File: config.mk
export PLATFORM = sky130hd
export DESIGN_NAME = scp_quad_map
export DESIGN_NICKNAME = d
export VERILOG_FILES = /design/src/sv/scp_pkg.sv /design/src/sv/scp_quad_map.sv
export SDC_FILE = /design/constraint.sdc
export NUM_CORES = 1
export LEC_CHECK = 0
export ABC_CLOCK_PERIOD_IN_PS = 13100
export BUFFER_PORTS_ARGS = -buffer_cell sky130_fd_sc_hd__buf_2
export CORE_ASPECT_RATIO = 1.75
export CORE_MARGIN = 3
export CORE_UTILIZATION = 40
export DETAILED_ROUTE_END_ITERATION = 16
export PLACE_DENSITY = 0.61
export SETUP_SLACK_MARGIN = 0.02
export SLEW_MARGIN = 40
export SYNTH_ARGS = -nofsm -noshare
export SYNTH_HDL_FRONTEND = slang
export SYNTH_SLANG_ARGS = --single-unit
File: constraint.sdc
create_clock -name aclk -period 13.1 [get_ports aclk]
set_input_delay 1.965 -clock aclk [delete_from_list [all_inputs] [get_ports aclk]]
set_output_delay 1.965 -clock aclk [all_outputs]
set_load 0.01 [all_outputs]
File: src/sv/scp_pkg.sv
// Shared constants, coefficient tables and types of the sine/cosine polynomial core.
package scp_pkg;

    localparam int OUT_W = 32;
    localparam int OUT_DATA_W = 2 * OUT_W;
    localparam int MUL_LAT = 3;
    localparam int NUM_COS = 7;
    localparam int NUM_SIN = 6;

    typedef struct packed {
        logic [63:0] mant;
        logic [2:0]  dexp;
        logic        neg;
    } dec_coef_t;

    // Powers of ten from 10^16 to 10^20, selected by the decimal exponent offset.
    localparam logic [127:0] DEC_SCALE [5] = '{
        128'd10000000000000000,
        128'd100000000000000000,
        128'd1000000000000000000,
        128'd10000000000000000000,
        128'd100000000000000000000
    };

    // Each entry is mant / 10^(16 + dexp), negated when neg is set.
    localparam dec_coef_t COS_TAB [NUM_COS] = '{
        '{64'd10369917389758117, 3'd4, 1'b1},
        '{64'd19294935641298806, 3'd3, 1'b0},
        '{64'd25806887942825395, 3'd2, 1'b1},
        '{64'd23533063028328211, 3'd1, 1'b0},
        '{64'd13352627688538006, 3'd0, 1'b1},
        '{64'd40587121264167623, 3'd0, 1'b0},
        '{64'd49348022005446790, 3'd0, 1'b1}
    };

    localparam dec_coef_t SIN_TAB [NUM_SIN] = '{
        '{64'd46151442520157035, 3'd4, 1'b0},
        '{64'd73700183130883555, 3'd3, 1'b1},
        '{64'd82145868949323936, 3'd2, 1'b0},
        '{64'd59926452893214921, 3'd1, 1'b1},
        '{64'd25501640398732688, 3'd0, 1'b0},
        '{64'd51677127800499516, 3'd0, 1'b1}
    };

    localparam dec_coef_t PI_COEF = '{64'd31415926535897931, 3'd0, 1'b0};

endpackage

File: src/sv/scp_quad_map.sv
// Output rescaling, quadrant mapping and saturation of the sine/cosine pair.
module scp_quad_map #(
    parameter int VW       = 44,
    parameter int IN_FRAC  = 40,
    parameter int OUT_FRAC = 30
) (
    input  logic                                aclk,
    input  logic                                en,
    input  logic signed [VW-1:0]                sn,
    input  logic signed [VW-1:0]                cs,
    input  logic [1:0]                          quad,
    output logic signed [scp_pkg::OUT_W-1:0]    sine,
    output logic signed [scp_pkg::OUT_W-1:0]    cosine
);

    localparam bit UP_MODE = (OUT_FRAC >= IN_FRAC);
    localparam int UP = UP_MODE ? OUT_FRAC - IN_FRAC : 0;
    localparam int DN = UP_MODE ? 1 : IN_FRAC - OUT_FRAC;
    localparam int RW = VW + UP;
    localparam logic signed [RW-1:0] ONE_O = RW'(1) << OUT_FRAC;

    function automatic logic signed [RW-1:0] rescale(input logic signed [VW-1:0] v);
        logic [VW-1:0] m;
        logic [VW-1:0] r;
        m = v[VW-1] ? -v : v;
        r = (m + (VW'(1) << (DN - 1))) >> DN;
        if (UP_MODE) begin
            return RW'(v) <<< UP;
        end
        return v[VW-1] ? -RW'(r) : RW'(r);
    endfunction

    function automatic logic signed [scp_pkg::OUT_W-1:0] sat_one(
        input logic signed [RW-1:0] v
    );
        logic signed [RW-1:0] s;
        s = (v > ONE_O) ? ONE_O : ((v < -ONE_O) ? -ONE_O : v);
        return scp_pkg::OUT_W'(s);
    endfunction

    logic signed [RW-1:0] so_a_reg, co_a_reg;
    logic [1:0]           quad_a_reg;
    logic signed [RW-1:0] so_m, co_m, so_n, co_n;
    logic signed [scp_pkg::OUT_W-1:0] sine_reg, cosine_reg;

    always_comb begin
        so_n = quad_a_reg[1] ? -so_a_reg : so_a_reg;
        co_n = quad_a_reg[1] ? -co_a_reg : co_a_reg;
        so_m = quad_a_reg[0] ? co_n : so_n;
        co_m = quad_a_reg[0] ? -so_n : co_n;
    end

    always_ff @(posedge aclk) begin
        if (en) begin
            so_a_reg   <= rescale(sn);
            co_a_reg   <= rescale(cs);
            quad_a_reg <= quad;
            sine_reg   <= sat_one(so_m);
            cosine_reg <= sat_one(co_m);
        end
    end

    assign sine   = sine_reg;
    assign cosine = cosine_reg;

endmodule
* Word-level counts from Yosys, hierarchy flattened *
Index checks and enable logic that the tools add are counted.
Widths: inputs -> output; s select.

cells by class
  muxes and demuxes = 10
  order comparisons = 4
  reductions and logical operators = 2
  add/sub/neg operators = 9

operators by type and width
  kind                    count
  $mux 44                 6
  $neg 44->44             5
  $add 44x10->44 const B  2
  $gt 44x32->1 const B    2
  $lt 44x31->1 const B    2
  $neg 34->44             2
  $mux 34                 2
  $mux 32                 2
  $reduce_or 2->1         2

storage, ports and cells
  input port bits = 92
  word-level logic and storage cells = 34
  flip-flop bits (word level) = 154
  output and inout port bits = 64

* Depth between registers and ports, before layout *
  word-level depth = 6
  mapped depth = 24
  depth with buffers taken out = 18

* Worst setup path before layout *
Ideal clock, no wire load.

  kind = input to register
  start = input sn[43]
  end = register so_a_reg[35] (data pin)
  slack = 5.153 ns
  setup time = 0.289 ns
  required time = 12.811 ns
  buffers on the path = 8
  arrival = 7.658 ns
  stages = 22
  cells stage by stage = clkbuf_1 clkbuf_1 clkbuf_1 buf_1 clkbuf_1 clkbuf_1 clkbuf_1 clkbuf_1 nand2_1 xnor2_1 ha_1 nand3_1 nor3b_1 a31o_2 o211ai_1 nor3_2 nor2b_1 a211oi_1 xnor2_1 or4b_1 nor4_2 a31oi_1

between the ends
  word-level cells in the longest chain between the ends = 4

RTL lines
  item                  line                RTL
  start, declared       scp_quad_map.sv:9   input logic signed [VW-1:0] sn,
  $neg 44->44           scp_quad_map.sv:25  m = v[VW-1] ? -v : v;
  $mux 44               scp_quad_map.sv:25
  $add 44x10->44        scp_quad_map.sv:26  r = (m + (VW'(1) << (DN - 1))) >> DN;
  $neg 34->44           scp_quad_map.sv:30  return v[VW-1] ? -RW'(r) : RW'(r);
  end signal, assigned  scp_quad_map.sv:55  so_a_reg <= rescale(sn);
  end, declared         scp_quad_map.sv:41  logic signed [RW-1:0] so_a_reg, co_a_reg;

Parallel ways exist; a longest one is shown, timed or not.
A chain may end at the register's enable or synchronous reset.

* Worst setup path after layout *
  start = input sn[6]
  end = register so_a_reg[43] (data pin)

between the ends
  word-level cells in the longest chain between the ends = 4

RTL lines
  item              line
  $neg 44->44       scp_quad_map.sv:25
  $mux 44 *         scp_quad_map.sv:25
  $add 44x10->44 *  scp_quad_map.sv:26
  $neg 34->44 *     scp_quad_map.sv:30

Mark *: on every way between the ends. The rest lies on a longest branch, timed or not.

==> flow_metrics.env <==
export IMPL_status="complete, no violations"
export IMPL_switchingPower_w=0.000610
export IMPL_synthTopCellsByArea="edfxtp_1 (28%), xnor2_1 (9.4%), xor2_1 (6.4%)"
export IMPL_crit_path_max_incr_delay_ns=0.58
export IMPL_cts_made_buffers=17
export IMPL_yosys_warnings=0
export IMPL_routed_wl_um=48200
export IMPL_cts_max_path_buffers=2
export IMPL_clkPwrFrac_pct=29.3
export IMPL_async_flop_share_pct=0
export IMPL_internal_power_w=0.00105
export IMPL_min_period_ns=7.24
export IMPL_drc=0
export IMPL_p_leak_nw=6.07
export IMPL_crit_path_max_fanout=15
export IMPL_worst_endpoint_required_ns=13.26
export IMPL_worstReg2RegStart="so_a_reg[8]"
export IMPL_setup_viol=0
export IMPL_maxCapViolations=0
export IMPL_synth_edf_count=154
export IMPL_grt_pass1_vias=14700
export IMPL_hp_class="reg2reg"
export IMPL_combPwrFrac_pct=31.8
export IMPL_ant_nets=0
export IMPL_max_vdd_ir_drop_mv=0.100
export IMPL_post_cts_buffers=0
export IMPL_worstSetupPathType="in2reg"
export IMPL_cp_start_kind="input pin"
export IMPL_finalNonFillerCells=2587
export IMPL_die_w_um=158
export IMPL_sequentialPowerShare_pct=38.9
export IMPL_slew_limit_headroom_pct=44.8
export IMPL_setup_tns_final_ns=0
export IMPL_worstSkewPairLatency_ns=0.45
export IMPL_place_hpwl_um=38100
export IMPL_gp_congestion=0.930
export IMPL_drt_pass1_iter_count=6
export IMPL_critPathLaunch="sn[6]"
export IMPL_ys_types=87
export IMPL_die_y_um=273
export IMPL_grt_pass1_wl_um=77100
export IMPL_vias=15700
export IMPL_overflow=0
export IMPL_clockRootBuffer="clkbuf_16"
export IMPL_drt_initial_drc_count=1222
export IMPL_cts_tree="done"
export IMPL_syn_area_sq_um=16300
export IMPL_worst_ep_arrival_time_ns=7.40
export IMPL_tightest_slew_ns=0.827
export IMPL_grt_max_degree=110
export IMPL_post_place_ws_ns=5.20
export IMPL_worstSetupEndpointType="register"
export IMPL_skew_ns=0.0121
export IMPL_clock_sinks=154
export IMPL_portBuffers=155
export IMPL_wl_per_cell_um=18.6
export IMPL_ys_ff_latch=154
export IMPL_synth_top_cell_area_share_pct=28.4
export IMPL_power_w=0.00166
export IMPL_antenna_found_initial=0
export IMPL_switching_share_pct=36.6
export IMPL_rsz0062_at_grt="false"
export IMPL_critical_path_n_buffers_inverters=1
export IMPL_cts_hold_buf=0
export IMPL_setup_ws_ns=5.86
export IMPL_htreeDepth=4
export IMPL_syn_to_final_growth_pct=10.4
export IMPL_max_freq_mhz=138
export IMPL_synth_cells=2014
export IMPL_core_area_sq_um=40100
export IMPL_syn_num_nets=2112
export IMPL_synth_seq_area_share_pct=28.4
export IMPL_rows=97
export IMPL_final_hold_viol_count=0
export IMPL_cts_repair_resized=0
export IMPL_io_pins=156
export IMPL_start_util_pct=40.6
export IMPL_avgSynthCellArea_sq_um=8.08
export IMPL_grt_usage_pct=21.9
export IMPL_die_area_sq_um=43200
export IMPL_final_cell_mix="nor2_1 (192), nand2_1 (174), xnor2_1 (174)"
export IMPL_dp_cells=2553
export IMPL_period_share_pct=55.3
export IMPL_min_delay_start="so_a_reg[0]"
export IMPL_drv_slew=0
export IMPL_path_delay_family="simple AND/OR/NAND/NOR gates"
export IMPL_clk_pin_slew_ns=0.07
export IMPL_fin_nets=2177
export IMPL_drive_above_1_share_pct=12.9
export IMPL_cp_cell_sequence="buf_2 -> nor4_1 -> nand3_1 -> nand2_1 -> xnor2_1 -> ha_1 -> nand3_1 -> nor3b_1 -> a31o_2 -> o211ai_1 -> nor3_2 -> nor2b_1 -> a211oi_1 -> xnor2_1 -> or4b_1 -> nor4_4 -> a31oi_1"
export IMPL_antennaDiodeCount=0
export IMPL_via_per_inst=6.05
export IMPL_synth_ff_type="edfxtp_1"
export IMPL_p_per_area_nw_per_um2=92.6
export IMPL_synth_largest_area_cell="edfxtp_1"
export IMPL_critPathSlowestCell="nor4_1"
export IMPL_layout_commonest_cell="nor2_1"
## kinds of logic (layout without fill, tap and decap cells)
kind of cell,Yosys count,after routing,share of synthesized area (%)
xor+xnor,294,294,16.0
mux,42,42,2.71
buf+inv,162,240,3.82
flops,154,154,28.4
compound gates,484,484,20.2
simple gates,872,872,28.4
fa+ha+maj,6,6,0.461
## layout make-up
class | instances | area (sq um)
Sequential cell | 154 | 4620
Inverter | 32 | 120
Clock buffer | 17 | 425
Tap cell | 495 | 619
Fill cell | 4016 | 22100
Multi-Input combinational cell | 1698 | 11100
Timing Repair Buffer | 176 | 948
Clock inverter | 15 | 155
## power by group through the flow
stage                     Sequential [W]  Combinational [W]  Clock (W)
final                           0.000648           0.000529   0.000488
after floorplan                 0.000631           0.000380          0
after detailed placement        0.000657           0.000523          0
after CTS                       0.000647           0.000525   0.000499
after global placement          0.000656           0.000518          0
after global routing            0.000653           0.000580   0.000521
## worst reg2reg max path, stage by stage (launching register included)
cell and delay [ns]:
edfxtp_1 0.49, or4_1 0.66, or4_1 0.75, o311ai_0 0.54, nor4b_1 0.57, nand4_1 0.37
o31a_1 0.39, o31ai_1 0.37, nand4_1 0.20, nor4_1 0.38, a41oi_1 0.21, a211oi_1 0.35
a31oi_2 0.06, buf_4 0.28, a211oi_2 0.25
## stage by stage
stage                     util, %  cell area, sq um  hold slack (ns)
after floorplan                 -             16300            0.642
final                        44.9             18000            0.901
after detailed placement     43.3             17300            0.870
after global routing         44.9             18000            0.943
after CTS                    44.8             17900            0.894
after global placement       43.3             17300            0.854
## synth_stat cells (all sizes together) (11+ instances only)
| library cell | number |
|---|---|
| and4 | 19 |
| a31oi | 37 |
| xnor2 | 174 |
| a21o | 11 |
| nor2b | 37 |
| nand2 | 174 |
| xor2 | 119 |
| nor2 | 192 |
| o41ai | 34 |
| o31ai | 52 |
| mux2i | 34 |
| or4 | 38 |
| o21ai | 125 |
| or3 | 48 |
| o211ai | 20 |
| and3 | 30 |
| nor4 | 50 |
| buf | 24 |
| a211oi | 33 |
| nand3b | 11 |
| nand2b | 24 |
| and2 | 17 |
| nor3b | 11 |
| nand4 | 45 |
| inv | 31 |
| edfxtp | 154 |
| nor3 | 62 |
| nand3 | 67 |
| or2 | 23 |
| clkbuf | 106 |
| a21oi | 75 |
## final timing paths
path / depth (start not counted) / to / slack [ns]
max reg2reg: 14 / cosine[18] / 7.05
min reg2reg: 2 / cosine[0] / 0.90
max: 17 / so_a_reg[43] / 5.86
min: 2 / cosine[0] / 0.90
## metal layers
| layer | track usage (%) | part of all wire [%] |
|---|---|---|
| met5 | 0 | 0 |
| met4 | 12.2 | 5.4 |
| met3 | 2.82 | 4.0 |
| met2 | 37.7 | 50 |
| met1 | 26.1 | 40 |
Note: power is estimated with default switching activity, not from simulation.
